File: src/rtl/gpc_pkg.sv
`timescale 1ns / 1ps

package gpc_pkg;

  localparam int WORD_BITS = 32;
  localparam int OUT_PINS  = 54;
  localparam int MAX_PINS  = 64;
  localparam int DET_COUNT = 6;
  localparam int FSEL_BITS = 3;
  localparam int PULL_BITS = 2;

  // Item kinds
  localparam logic [1:0] FUNC_READ   = 2'd0;
  localparam logic [1:0] FUNC_WRITE  = 2'd1;
  localparam logic [1:0] FUNC_SAMPLE = 2'd2;

  // Register word indices
  localparam logic [5:0] REG_FSEL0   = 6'd0;
  localparam logic [5:0] REG_FSEL1   = 6'd1;
  localparam logic [5:0] REG_FSEL2   = 6'd2;
  localparam logic [5:0] REG_FSEL3   = 6'd3;
  localparam logic [5:0] REG_FSEL4   = 6'd4;
  localparam logic [5:0] REG_FSEL5   = 6'd5;
  localparam logic [5:0] REG_SET_LO  = 6'd7;
  localparam logic [5:0] REG_SET_HI  = 6'd8;
  localparam logic [5:0] REG_CLR_LO  = 6'd10;
  localparam logic [5:0] REG_CLR_HI  = 6'd11;
  localparam logic [5:0] REG_LEV_LO  = 6'd13;
  localparam logic [5:0] REG_LEV_HI  = 6'd14;
  localparam logic [5:0] REG_EVS_LO  = 6'd16;
  localparam logic [5:0] REG_EVS_HI  = 6'd17;
  localparam logic [5:0] REG_REN_LO  = 6'd19;
  localparam logic [5:0] REG_REN_HI  = 6'd20;
  localparam logic [5:0] REG_FEN_LO  = 6'd22;
  localparam logic [5:0] REG_FEN_HI  = 6'd23;
  localparam logic [5:0] REG_HEN_LO  = 6'd25;
  localparam logic [5:0] REG_HEN_HI  = 6'd26;
  localparam logic [5:0] REG_LEN_LO  = 6'd28;
  localparam logic [5:0] REG_LEN_HI  = 6'd29;
  localparam logic [5:0] REG_AREN_LO = 6'd31;
  localparam logic [5:0] REG_AREN_HI = 6'd32;
  localparam logic [5:0] REG_AFEN_LO = 6'd34;
  localparam logic [5:0] REG_AFEN_HI = 6'd35;
  localparam logic [5:0] REG_PCODE   = 6'd37;
  localparam logic [5:0] REG_PCLK_LO = 6'd38;
  localparam logic [5:0] REG_PCLK_HI = 6'd39;

  // Detect enable slots
  localparam logic [2:0] DET_RISE  = 3'd0;
  localparam logic [2:0] DET_FALL  = 3'd1;
  localparam logic [2:0] DET_HIGH  = 3'd2;
  localparam logic [2:0] DET_LOW   = 3'd3;
  localparam logic [2:0] DET_ARISE = 3'd4;
  localparam logic [2:0] DET_AFALL = 3'd5;

  // Decoded register kinds
  localparam logic [3:0] KIND_NONE  = 4'd0;
  localparam logic [3:0] KIND_FSEL  = 4'd1;
  localparam logic [3:0] KIND_SET   = 4'd2;
  localparam logic [3:0] KIND_CLR   = 4'd3;
  localparam logic [3:0] KIND_LEV   = 4'd4;
  localparam logic [3:0] KIND_EVS   = 4'd5;
  localparam logic [3:0] KIND_DET   = 4'd6;
  localparam logic [3:0] KIND_PCODE = 4'd7;
  localparam logic [3:0] KIND_PCLK  = 4'd8;

  localparam logic [2:0] FSEL_OUTPUT = 3'd1;
  localparam logic [1:0] PULL_DOWN   = 2'd1;
  localparam logic [1:0] PULL_UP     = 2'd2;

  typedef struct packed {
    logic [1:0]          func;
    logic [5:0]          reg_index;
    logic [31:0]         write_data;
    logic [OUT_PINS-1:0] pin_levels;
  } req_t;

  typedef struct packed {
    logic [31:0]         read_data;
    logic [OUT_PINS-1:0] drive_level;
    logic [OUT_PINS-1:0] drive_enable;
    logic [OUT_PINS-1:0] pull_up_mask;
    logic [OUT_PINS-1:0] pull_down_mask;
    logic                event_pending;
  } rsp_t;

  typedef struct packed {
    logic full;
    logic empty;
  } queue_status_t;

endpackage

File: src/rtl/gpc_regfile.sv
`timescale 1ns / 1ps

module gpc_regfile
  import gpc_pkg::*;
#(
  parameter int PIN_COUNT = 54
) (
  input  logic clk,
  input  logic rst,
  input  logic step,
  input  req_t item,
  output rsp_t result
);

  localparam int FSEL_PAD = 8 * 30;

  // Register state
  logic [PIN_COUNT-1:0]           latch;
  logic [PIN_COUNT-1:0]           status;
  logic [PIN_COUNT-1:0]           last;
  logic [PIN_COUNT-1:0]           det [DET_COUNT];
  logic [1:0]                     pend;
  logic [FSEL_BITS*PIN_COUNT-1:0] fsel;
  logic [PULL_BITS*PIN_COUNT-1:0] pull;

  logic [PIN_COUNT-1:0]           latch_next;
  logic [PIN_COUNT-1:0]           status_next;
  logic [PIN_COUNT-1:0]           last_next;
  logic [PIN_COUNT-1:0]           det_next [DET_COUNT];
  logic [1:0]                     pend_next;
  logic [FSEL_BITS*PIN_COUNT-1:0] fsel_next;
  logic [PULL_BITS*PIN_COUNT-1:0] pull_next;

  logic [3:0]           kind;
  logic                 upper;
  logic [2:0]           det_sel;
  logic                 is_wr;
  logic                 is_rd;
  logic                 is_smp;
  logic [63:0]          wide_data;
  logic [PIN_COUNT-1:0] pins;
  logic [63:0]          keep64;
  logic [PIN_COUNT-1:0] now;
  logic [PIN_COUNT-1:0] hit;
  logic [PIN_COUNT-1:0] src;
  logic [63:0]          src64;
  logic [FSEL_PAD-1:0]  fsel_pad;
  logic [31:0]          read_word;
  logic [PIN_COUNT-1:0] en_vec;
  logic [PIN_COUNT-1:0] up_vec;
  logic [PIN_COUNT-1:0] dn_vec;
  logic [63:0]          latch64;
  logic [63:0]          en64;
  logic [63:0]          up64;
  logic [63:0]          dn64;

  assign is_rd  = item.func == FUNC_READ;
  assign is_wr  = item.func == FUNC_WRITE;
  assign is_smp = item.func == FUNC_SAMPLE;

  // Register decode
  always_comb begin
    unique case (item.reg_index) inside
      REG_FSEL0, REG_FSEL1, REG_FSEL2, REG_FSEL3, REG_FSEL4, REG_FSEL5: kind = KIND_FSEL;
      REG_SET_LO, REG_SET_HI:   kind = KIND_SET;
      REG_CLR_LO, REG_CLR_HI:   kind = KIND_CLR;
      REG_LEV_LO, REG_LEV_HI:   kind = KIND_LEV;
      REG_EVS_LO, REG_EVS_HI:   kind = KIND_EVS;
      REG_REN_LO, REG_REN_HI, REG_FEN_LO, REG_FEN_HI, REG_HEN_LO, REG_HEN_HI,
      REG_LEN_LO, REG_LEN_HI, REG_AREN_LO, REG_AREN_HI, REG_AFEN_LO,
      REG_AFEN_HI:              kind = KIND_DET;
      REG_PCODE:                kind = KIND_PCODE;
      REG_PCLK_LO, REG_PCLK_HI: kind = KIND_PCLK;
      default:                  kind = KIND_NONE;
    endcase
  end

  always_comb begin
    unique case (item.reg_index) inside
      REG_SET_HI, REG_CLR_HI, REG_LEV_HI, REG_EVS_HI, REG_REN_HI, REG_FEN_HI,
      REG_HEN_HI, REG_LEN_HI, REG_AREN_HI, REG_AFEN_HI, REG_PCLK_HI: upper = 1'b1;
      default: upper = 1'b0;
    endcase
  end

  always_comb begin
    unique case (item.reg_index) inside
      REG_FEN_LO, REG_FEN_HI:   det_sel = DET_FALL;
      REG_HEN_LO, REG_HEN_HI:   det_sel = DET_HIGH;
      REG_LEN_LO, REG_LEN_HI:   det_sel = DET_LOW;
      REG_AREN_LO, REG_AREN_HI: det_sel = DET_ARISE;
      REG_AFEN_LO, REG_AFEN_HI: det_sel = DET_AFALL;
      default:                  det_sel = DET_RISE;
    endcase
  end

  // Spread the data word onto its half of the pin vector
  assign wide_data = upper ? {item.write_data, 32'h0} : {32'h0, item.write_data};
  assign pins      = wide_data[PIN_COUNT-1:0];
  assign keep64    = upper ? 64'h0000_0000_ffff_ffff : 64'hffff_ffff_0000_0000;

  // Level sampling and event detection
  always_comb begin
    logic [63:0] lev64;
    lev64 = 64'(item.pin_levels);
    now   = lev64[PIN_COUNT-1:0];
    hit   = ((det[DET_RISE] | det[DET_ARISE]) & now & ~last)
          | ((det[DET_FALL] | det[DET_AFALL]) & ~now & last)
          | (det[DET_HIGH] & now)
          | (det[DET_LOW] & ~now);
  end

  always_comb begin
    latch_next  = latch;
    status_next = status;
    last_next   = last;
    pend_next   = pend;
    for (int d = 0; d < DET_COUNT; d++) begin
      det_next[d] = det[d];
    end
    if (is_wr) begin
      case (kind)
        KIND_SET:   latch_next  = latch | pins;
        KIND_CLR:   latch_next  = latch & ~pins;
        KIND_EVS:   status_next = status & ~pins;
        KIND_DET:   det_next[det_sel] = (det[det_sel] & keep64[PIN_COUNT-1:0]) | pins;
        KIND_PCODE: pend_next   = item.write_data[1:0];
        default:    ;
      endcase
    end
    if (is_smp) begin
      status_next = status | hit;
      last_next   = now;
    end
  end

  // Per-pin function select and pull latches
  for (genvar p = 0; p < PIN_COUNT; p++) begin : g_pin
    localparam int FS_WORD = p / 10;
    localparam int FS_SLOT = p % 10;
    if (p < 60) begin : g_fs
      assign fsel_next[FSEL_BITS*p +: FSEL_BITS] =
        (is_wr && kind == KIND_FSEL && item.reg_index == 6'(FS_WORD))
          ? item.write_data[FSEL_BITS*FS_SLOT +: FSEL_BITS]
          : fsel[FSEL_BITS*p +: FSEL_BITS];
    end else begin : g_fs_fixed
      assign fsel_next[FSEL_BITS*p +: FSEL_BITS] = fsel[FSEL_BITS*p +: FSEL_BITS];
    end
    assign pull_next[PULL_BITS*p +: PULL_BITS] = (is_wr && kind == KIND_PCLK && pins[p])
      ? pend : pull[PULL_BITS*p +: PULL_BITS];
    assign en_vec[p] = fsel_next[FSEL_BITS*p +: FSEL_BITS] == FSEL_OUTPUT;
    assign up_vec[p] = pull_next[PULL_BITS*p +: PULL_BITS] == PULL_UP;
    assign dn_vec[p] = pull_next[PULL_BITS*p +: PULL_BITS] == PULL_DOWN;
  end

  always_ff @(posedge clk) begin
    if (rst) begin
      latch  <= '0;
      status <= '0;
      last   <= '0;
      pend   <= '0;
      fsel   <= '0;
      pull   <= '0;
      for (int d = 0; d < DET_COUNT; d++) begin
        det[d] <= '0;
      end
    end else if (step) begin
      latch  <= latch_next;
      status <= status_next;
      last   <= last_next;
      pend   <= pend_next;
      fsel   <= fsel_next;
      pull   <= pull_next;
      for (int d = 0; d < DET_COUNT; d++) begin
        det[d] <= det_next[d];
      end
    end
  end

  // Read path, taken from the state before the item
  assign fsel_pad = FSEL_PAD'(fsel);

  always_comb begin
    case (kind)
      KIND_LEV: src = last;
      KIND_EVS: src = status;
      KIND_DET: src = det[det_sel];
      default:  src = '0;
    endcase
    src64 = 64'(src);
  end

  always_comb begin
    read_word = '0;
    if (is_rd) begin
      case (kind) inside
        KIND_FSEL:  read_word = {2'b00, fsel_pad[30*item.reg_index[2:0] +: 30]};
        KIND_LEV, KIND_EVS, KIND_DET: read_word = upper ? src64[63:32] : src64[31:0];
        KIND_PCODE: read_word = {30'h0, pend};
        default:    read_word = '0;
      endcase
    end
  end

  assign latch64 = 64'(latch_next);
  assign en64    = 64'(en_vec);
  assign up64    = 64'(up_vec);
  assign dn64    = 64'(dn_vec);

  assign result.read_data      = read_word;
  assign result.drive_level    = latch64[OUT_PINS-1:0];
  assign result.drive_enable   = en64[OUT_PINS-1:0];
  assign result.pull_up_mask   = up64[OUT_PINS-1:0];
  assign result.pull_down_mask = dn64[OUT_PINS-1:0];
  assign result.event_pending  = |status_next;

`ifndef SYNTHESIS
  a_read_keeps_latch: assert property (@(posedge clk) disable iff (rst)
    step && is_rd |=> $stable(latch))
    else $error("latch changed on a register read");

  a_sample_clears_nothing: assert property (@(posedge clk) disable iff (rst)
    step && is_smp |=> (status & $past(status)) == $past(status))
    else $error("sample cleared an event status bit");

  a_pending_matches: assert property (@(posedge clk) disable iff (rst)
    step |-> result.event_pending == (status_next != '0))
    else $error("event pending flag out of step with status");
`endif

endmodule

File: src/rtl/gpc_out_queue.sv
`timescale 1ns / 1ps

module gpc_out_queue
  import gpc_pkg::*;
(
  input  logic          clk,
  input  logic          rst,
  input  logic          push,
  input  rsp_t          push_data,
  output queue_status_t status,
  output logic          rsp_valid,
  input  logic          rsp_ready,
  output rsp_t          rsp
);

  rsp_t       slots [2];
  logic       wr_ptr;
  logic       rd_ptr;
  logic [1:0] count;
  logic       pop;

  assign pop          = rsp_valid && rsp_ready;
  assign rsp_valid    = count != 2'd0;
  assign rsp          = slots[rd_ptr];
  assign status.full  = count == 2'd2;
  assign status.empty = count == 2'd0;

  always_ff @(posedge clk) begin
    if (push) begin
      slots[wr_ptr] <= push_data;
    end
  end

  always_ff @(posedge clk) begin
    if (rst) begin
      wr_ptr <= 1'b0;
      rd_ptr <= 1'b0;
      count  <= 2'd0;
    end else begin
      if (push) begin
        wr_ptr <= ~wr_ptr;
      end
      if (pop) begin
        rd_ptr <= ~rd_ptr;
      end
      case ({push, pop})
        2'b10:   count <= count + 2'd1;
        2'b01:   count <= count - 2'd1;
        default: count <= count;
      endcase
    end
  end

`ifndef SYNTHESIS
  a_no_overflow: assert property (@(posedge clk) disable iff (rst)
    count == 2'd2 |-> !push)
    else $error("push into a full result queue");

  a_count_bound: assert property (@(posedge clk) disable iff (rst)
    count != 2'd3)
    else $error("result queue count out of range");

  a_ptr_count: assert property (@(posedge clk) disable iff (rst)
    (count == 2'd1) == (wr_ptr != rd_ptr))
    else $error("result queue pointers disagree with count");
`endif

endmodule

File: src/rtl/gpio_pin_controller.sv
`timescale 1ns / 1ps

// GPIO controller for PIN_COUNT pins (up to 64, ports fixed at 54 pins).
// Each request transfer is a 32-bit register read, a register write or a
// sample of all pin levels; each one yields exactly one response transfer
// carrying the read word (zero unless a read) and the pin drive, drive
// enable, pull masks and event pending flag as they stand after the item.
// One request is taken every cycle while responses are being taken. A
// request is held in the request register while the register update and
// result logic work on it; when it advances, the result is written into a
// two-entry response queue, from which the response is offered. The queue
// lets the next request in while a finished response still waits; with
// the queue full and a request held, the input stalls until a response
// transfer frees a slot. No clearing pass follows reset.
module gpio_pin_controller
  import gpc_pkg::*;
#(
  parameter int PIN_COUNT = 54
) (
  input  logic clk,
  input  logic rst,
  input  logic req_valid,
  output logic req_ready,
  input  req_t req,
  output logic rsp_valid,
  input  logic rsp_ready,
  output rsp_t rsp
);

  // Request register
  logic          stage_valid;
  req_t          stage_item;
  logic          advance;
  rsp_t          result;
  queue_status_t qstat;

  // Advance the held request whenever the response queue has a free slot
  assign advance   = stage_valid && !qstat.full;
  assign req_ready = !stage_valid || advance;

  always_ff @(posedge clk) begin
    if (rst) begin
      stage_valid <= 1'b0;
    end else begin
      stage_valid <= (req_valid && req_ready) || (stage_valid && !advance);
    end
  end

  // Hold the payload until the stage advances
  always_ff @(posedge clk) begin
    if (req_valid && req_ready) begin
      stage_item <= req;
    end
  end

  // Register state, decode and result build
  gpc_regfile #(
    .PIN_COUNT (PIN_COUNT)
  ) u_regfile (
    .clk    (clk),
    .rst    (rst),
    .step   (advance),
    .item   (stage_item),
    .result (result)
  );

  // Drop each finished result into the queue in order
  gpc_out_queue u_queue (
    .clk       (clk),
    .rst       (rst),
    .push      (advance),
    .push_data (result),
    .status    (qstat),
    .rsp_valid (rsp_valid),
    .rsp_ready (rsp_ready),
    .rsp       (rsp)
  );

`ifndef SYNTHESIS
  a_stall_holds: assert property (@(posedge clk) disable iff (rst)
    stage_valid && !advance |=> stage_valid && $stable(stage_item))
    else $error("stalled request lost or changed");

  a_full_blocks: assert property (@(posedge clk) disable iff (rst)
    stage_valid && qstat.full |-> !req_ready)
    else $error("request taken with no room downstream");

  a_resp_follows: assert property (@(posedge clk) disable iff (rst)
    advance |=> rsp_valid)
    else $error("advanced request gave no response");

  a_empty_idle: assert property (@(posedge clk) disable iff (rst)
    rsp_valid == !qstat.empty)
    else $error("response valid disagrees with queue state");
`endif

endmodule
File: config.mk
export PLATFORM = sky130hd
export DESIGN_NAME = gpio_pin_controller
export DESIGN_NICKNAME = d
export VERILOG_FILES = /design/src/rtl/gpc_pkg.sv /design/src/rtl/gpc_regfile.sv /design/src/rtl/gpc_out_queue.sv /design/src/rtl/gpio_pin_controller.sv
export SDC_FILE = /design/constraint.sdc
export NUM_CORES = 2
export LEC_CHECK = 0
export BUFFER_PORTS_ARGS = -buffer_cell sky130_fd_sc_hd__clkbuf_2
export CORE_MARGIN = 10
export CORE_UTILIZATION = 30
export DETAILED_ROUTE_END_ITERATION = 7
export GPL_TIMING_DRIVEN = 1
export HOLD_SLACK_MARGIN = 0.03
export RECOVER_POWER = 25
export SYNTH_ARGS = -nofsm -noshare
export SYNTH_HDL_FRONTEND = slang
export SYNTH_SLANG_ARGS = --single-unit
File: constraint.sdc
create_clock -name clk -period 13.47 [get_ports clk]
set_input_delay 2.0205 -clock clk [delete_from_list [all_inputs] [get_ports clk]]
set_output_delay 2.0205 -clock clk [all_outputs]
set_load 0.03 [all_outputs]
; ---- After elaboration in Yosys (flattened, before gate mapping)
; Memories as Yosys holds them, arrays and structs flattened. A register that Yosys moved wholly into a read port is not among the register bits.
; Index checks and enable logic that the tools add are counted.
[totals]
ff_bits = 533
latchBits = 0
mem_bits_rw = 822
mem_bits_ro = 0
input_bits = 98
output_inout_bits = 251
wordCells = 491
n_memories = 2
[classes]
addsub = 2
mul = 1
div = 0
magnitude_cmp = 2
eq_ne = 203
shifts = 1
n_mux = 144
bitwise_logic = 29
reduce_logical = 93
[memory_table]
columns = name, words, word_bits, read_ports, rd_ports_with_merged_regs, write_ports, line
row1 = u_queue.slots, 2, 249, 1, 1, 1, gpc_out_queue.sv:16  ; rsp_t slots [2];
row2 = u_regfile.det, 6, 54, 7, 0, 6, gpc_regfile.sv:21  ; logic [PIN_COUNT-1:0] det [DET_COUNT];
[op_table]
columns = cell, n
row1 = 2-to-1 mux 54 bit, 13
row2 = 2-to-1 mux 324 bit, 2
row3 = AND 54 bit, 9
row4 = OR 54 bit, 8
row5 = bitwise mux 324 bit, 1
row6 = variable part select 240 x 9 -> 30 bit, 1
row7 = demux 54 bit (select 3 bit), 1
row8 = equality test 3 x 1 -> 1 bit (second input constant), 54
row9 = 2-to-1 mux 3 bit, 54
row10 = inverter 54 bit, 3
row11 = one-hot mux 54 bit (3 select lines), 1
row12 = 2-to-1 mux 32 bit, 4
row13 = equality test 2 bit (second input constant), 57
row14 = equality test 2 x 1 -> 1 bit (second input constant), 56
row15 = 2-to-1 mux 2 bit, 55
row16 = one-hot mux 54 bit (2 select lines), 1
row17 = logical AND 1 bit, 67
row18 = equality test 6 x 5 -> 1 bit (second input constant), 11
row19 = OR reduction 54 bit, 1
row20 = equality test 6 bit (second input constant), 6
row21 = one-hot mux 4 bit (8 select lines), 1
row22 = equality test 6 x 4 -> 1 bit (second input constant), 5
row23 = OR reduction 2 bit, 10
row24 = equality test 6 x 3 -> 1 bit (second input constant), 3
row25 = other kinds (28), 51

; ---- Longest topological paths before layout
[depth]
word_depth = 12
ltp_mapped = 12
ltp_nobuf = 7

; ---- By module
; From an unflattened synthesis, not the netlist that was laid out.
[unflattened]
cells_unflattened = 5801
area_unflattened_um2 = 62774.0
[modules_own_cells]
columns = module, instances, cells_each, area_each_um2, seq_area_each_um2
row1 = gpc_regfile, 1, 4902, 41523.6, 18417.7
row2 = gpc_out_queue, 1, 799, 18380.1, 15054.4
row3 = gpio_pin_controller, 1, 100, 2870.3, 2842.7

; ---- Worst setup path after synthesis
; Ideal clock, no wire load.
[synth_timing]
path_kind = flip-flop to flip-flop
startpoint = register u_queue.count[0]
endpoint = memory u_queue.slots[0][0] (netlist bit) (enable)
setup_ns = 0.865
arrival_ns = 11.479
required_ns = 12.605
slack_ns = 1.127
stages_incl_launch_ff = 7
n_path_buf = 2
synth_period_minus_slack_ns = 12.343
path_cell_list = dfxtp_1 > nand2b_1 > and2_1 > inv_2 > clkbuf_1 > clkbuf_1 > nor2_1
[synth_between]
elab_chain_cells = 5
[synth_lines]
columns = item, line
row1 = start: declaration, gpc_out_queue.sv:19  ; logic [1:0] count;
row2 = start signal: assignment, gpc_out_queue.sv:47  ; 2'b10: count <= count + 2'd1;
row3 = start signal: assignment, gpc_out_queue.sv:48  ; 2'b01: count <= count - 2'd1;
row4 = start signal: assignment, gpc_out_queue.sv:49  ; default: count <= count;
row5 = equality test 2 bit, gpc_out_queue.sv:25  ; assign status.full = count == 2'd2;
row6 = logical NOT 1 bit, gpio_pin_controller.sv:38  ; assign advance = stage_valid && !qstat.full;
row7 = logical AND 1 bit, gpio_pin_controller.sv:38
row8 = 2-to-1 mux 1 bit, gpc_out_queue.sv:29  ; if (push) begin
row9 = 2-to-1 mux 1 bit (not written as such), gpc_out_queue.sv:30  ; slots[wr_ptr] <= push_data;
row10 = end: declaration, gpc_out_queue.sv:16
; No other way between the ends.

; ---- Final worst setup path
[layout_timing]
startpoint = register u_queue.count[0]
endpoint = memory u_queue.slots[0][128] (netlist bit) (enable)
; Same word-level chain as after synthesis.

==> impl_results.md <==
* Distinct cell type count after synthesis at 73
* First-pass GRT wire length at 331 mm
* Worst Hold Class: reg -> reg
* Clock Tree Buf Depth at 3
* CP Launch Type: flip-flop
* Count leader, synth: edfxtp_1
* Height of the chip at 474 microns
* Vias in the first global route at 46400
* Nets at 5976
* CP endpoint: u_queue.slots[0][128]$_DFFE_PP_
* Post-route minimum period at 9.64 ns
* Sw Pwr at 3.44 mW
* Worst Path Max Fanout at 43
* IO buf count at 348
* Worst Setup SP: u_queue.count[0]$_SDFFE_PP0P_
* Pwr Total at 11.1 mW
* Synth cell count leaders: edfxtp_1, a21oi_1, nand2_1
* Worst r2r src: u_queue.count[0]$_SDFFE_PP0P_
* Crit path DAT at 10.07 ns
* Reg2Reg Setup Slack at 3.83 ns
* Clock power share at 0.378
* Post-CTS Repair Setup Buffers at 0
* Combinational power share at 0.185
* Failing checks: max-capacitance violations, max-slew violations
* Cts hold-fix bufs at 0
* LEAKAGE at 23.6 nW
* Total GRT Usage at 0.197
* WL/cell at 26.8 microns
* Setup_tns at 0 ns
* EDFF count, synth at 916
* Metal-1 WL at 93.6 mm
* Largest net degree at the start of global routing at 198
* Most used flip-flop cell after synthesis: edfxtp_1
* Initial antenna violation count at 19
* I/O pin count at 349
* Syn Inst Count at 5739
* Root buf cell: clkbuf_16
* Die area at 0.225 sq mm
* Area share of the largest cell type after synthesis at 0.445
* Max-slew violations at 673
* Net Count, Synth at 5838
* R2r worst-path depth at 7
* CTS sink cnt at 1356
* Routed wl met2 at 102 mm
* # H-tree levels at 4
* Power Internal at 7.69 mW
* Layout cells sized above 1 at 0.153
* Core Util, Final at 0.347
* Later-pin clock latency in the skew report at 0.82 ns
* Met3 WL post-DR at 24.2 mm
* Mapped cell area at 0.0618 sq mm
* Final period util at 0.716
* Final wirelength at 234 mm
* Clock skew at 0.0497 ns
* CTS Buf Count at 154
* Warnings, synthesis at 0
* Post-synth top area cell: edfxtp_1
* DRT Pass-1 Iters at 6
* Number of DRC markers in iteration 0 at 6867
* Reg-to-Reg End: u_queue.slots[0][128]$_DFFE_PP_
* Via density at 5.65
* RePlAce Congestion at 0.897
* Final setup fails at 0
* GR Overflow Total at 0
* Initial Util at 0.302
* VDD IR-drop max at 0.145 mV
* Ranking of synthesized cells by area: edfxtp_1, dfxtp_1, a21oi_1, mux2i_1, mux2_2
* Post-synthesis sequential area ratio at 0.588
* Yosys reg bits at 1356
* Sw Share at 0.309
* HPWL Detailed at 148 mm
* Synth Area per Inst at 10.8 sq um
* Final instance area at 0.0710 sq mm
* Slew @ Worst Pin at 4.11 ns
* Number of remaining DRC errors at 0
* Placed cell area at 0.0661 sq mm
* Top sig layer: met5
* Core area at 0.205 sq mm
* Max Cap Viol at 16
* Critical path type: reg -> reg
* Hold path start: u_regfile.fsel[83]$_SDFFE_PP0P_
* Worst hold stages at 2
* P&R area growth vs syn at 14.9%
* Reg power frac at 0.438
* Share of async-settable or async-resettable flops after synthesis at 0
* Outcome: complete, but fails checks
* Fmax at 104 MHz
* Cell row count at 166
* Max-Slew Margin vs Limit at -1.74
* Power per cell area at 157 mW/mm^2
* Worst-path clk slew at 0.06 ns
* Vias at 49200
* Final Hold Vio Count at 0
* Post_cts resized at 0
* RSZ-0062 raised after global routing: false
* Hold WS at 0.471 ns
* TritonCTS clock tree: yes
* Critical Path RT at 13.90 ns
* Final ANT Viol Nets at 0
* Crit end category: flip-flop
* Die Width at 474 microns
[worst max-delay path: stages, from the launching register on]
cell and delay [ns]:
dfxtp_1 0.42, nand2b_1 0.15, and2_0 2.05, inv_1 1.67, clkbuf_1 0.95, nor2_1 1.04, clkbuf_1 2.15, buf_4 0.76
[metal layers]
layer | vias to the layer above | track usage
met5 | - | 0
met4 | 8 | 0.0973
met3 | 528 | 0.0511
met2 | 2862 | 0.300
met1 | 24200 | 0.259
li1 | 21600 | -
[logic make-up after synthesis]
kind of cell	Yosys count	synth area share
mux	595	0.104
flops	1356	0.588
xor+xnor	7	0.000992
fa+ha+maj	1	0.000202
buf+inv	500	0.0321
simple gates	1562	0.112
compound gates	1718	0.162
[placed cells by master (no fill, tap or decap), drive strengths merged, types with 42 or more instances in the layout]
cell and count:
nor3 44, o22ai 74, nand3 174, nand3b 48, and3 42, edfxtp 916
mux2i 325, mux2 257, nor2b 49, a311oi 58, a221oi 44, buf 101
dfxtp 440, o21ai 589, clkinv 47, nand2 627, nor2 442, a21oi 658
nand2b 76, clkbuf 581
[flip-flops by register name (all words and copies together) (netlist names), named ones only]
signal	flops
u_regfile.pull	108
u_regfile.det	324
u_queue.rd_ptr	1
u_regfile.status	54
u_regfile.pend	2
u_queue.count	2
u_regfile.fsel	162
u_queue.slots	498
stage_item	94
u_regfile.latch	54
stage_valid	1
u_regfile.last	54
u_queue.wr_ptr	1
[cell type report]
| class | count | area (sq um) |
|---|---|---|
| diodes | 11 | 27.5 |
| fillers | 20200 | 134000 |
| inverters | 19 | 71.3 |
| well taps | 2688 | 3360 |
| flip-flops and latches | 1356 | 36300 |
| repair buffers | 463 | 2510 |
| multi-input cells | 3883 | 23700 |
| clock inverters | 69 | 709 |
| clock buffers | 219 | 4310 |
[power by group through the flow]
stage | Clock, mW | Combinational [mW] | Sequential [mW]
2_1_floorplan | 0 | 1.33 | 4.91
3_3_place_gp | 0 | 2.04 | 4.94
3_5_place_dp | 0 | 2.06 | 4.94
4_1_cts | 4.27 | 2.06 | 4.86
5_1_grt | 4.44 | 2.15 | 4.89
6_report | 4.20 | 2.06 | 4.87
[metrics by stage]
| stage | cells | worst slack (ns) |
|---|---|---|
| detailed placement | 8409 | 7.61 |
| global placement | 8409 | 7.75 |
| CTS | 8697 | 7.04 |
| global route | 8700 | 3.56 |
| finish | 8708 | 3.83 |
| floorplan | 5739 | 1.13 |
[worst min-delay path by stage]
stage | end | slack [ns]
finish | u_regfile.fsel[83]$_SDFFE_PP0P_ | 0.47
detailed placement | u_regfile.fsel[147]$_SDFFE_PP0P_ | 0.46
global route | u_regfile.fsel[98]$_SDFFE_PP0P_ | 0.48
floorplan | u_regfile.status[13]$_SDFFE_PP0P_ | 0.44
global placement | u_regfile.fsel[31]$_SDFFE_PP0P_ | 0.45
CTS | u_regfile.fsel[44]$_SDFFE_PP0P_ | 0.47
(Power assumes the default switching activity.)
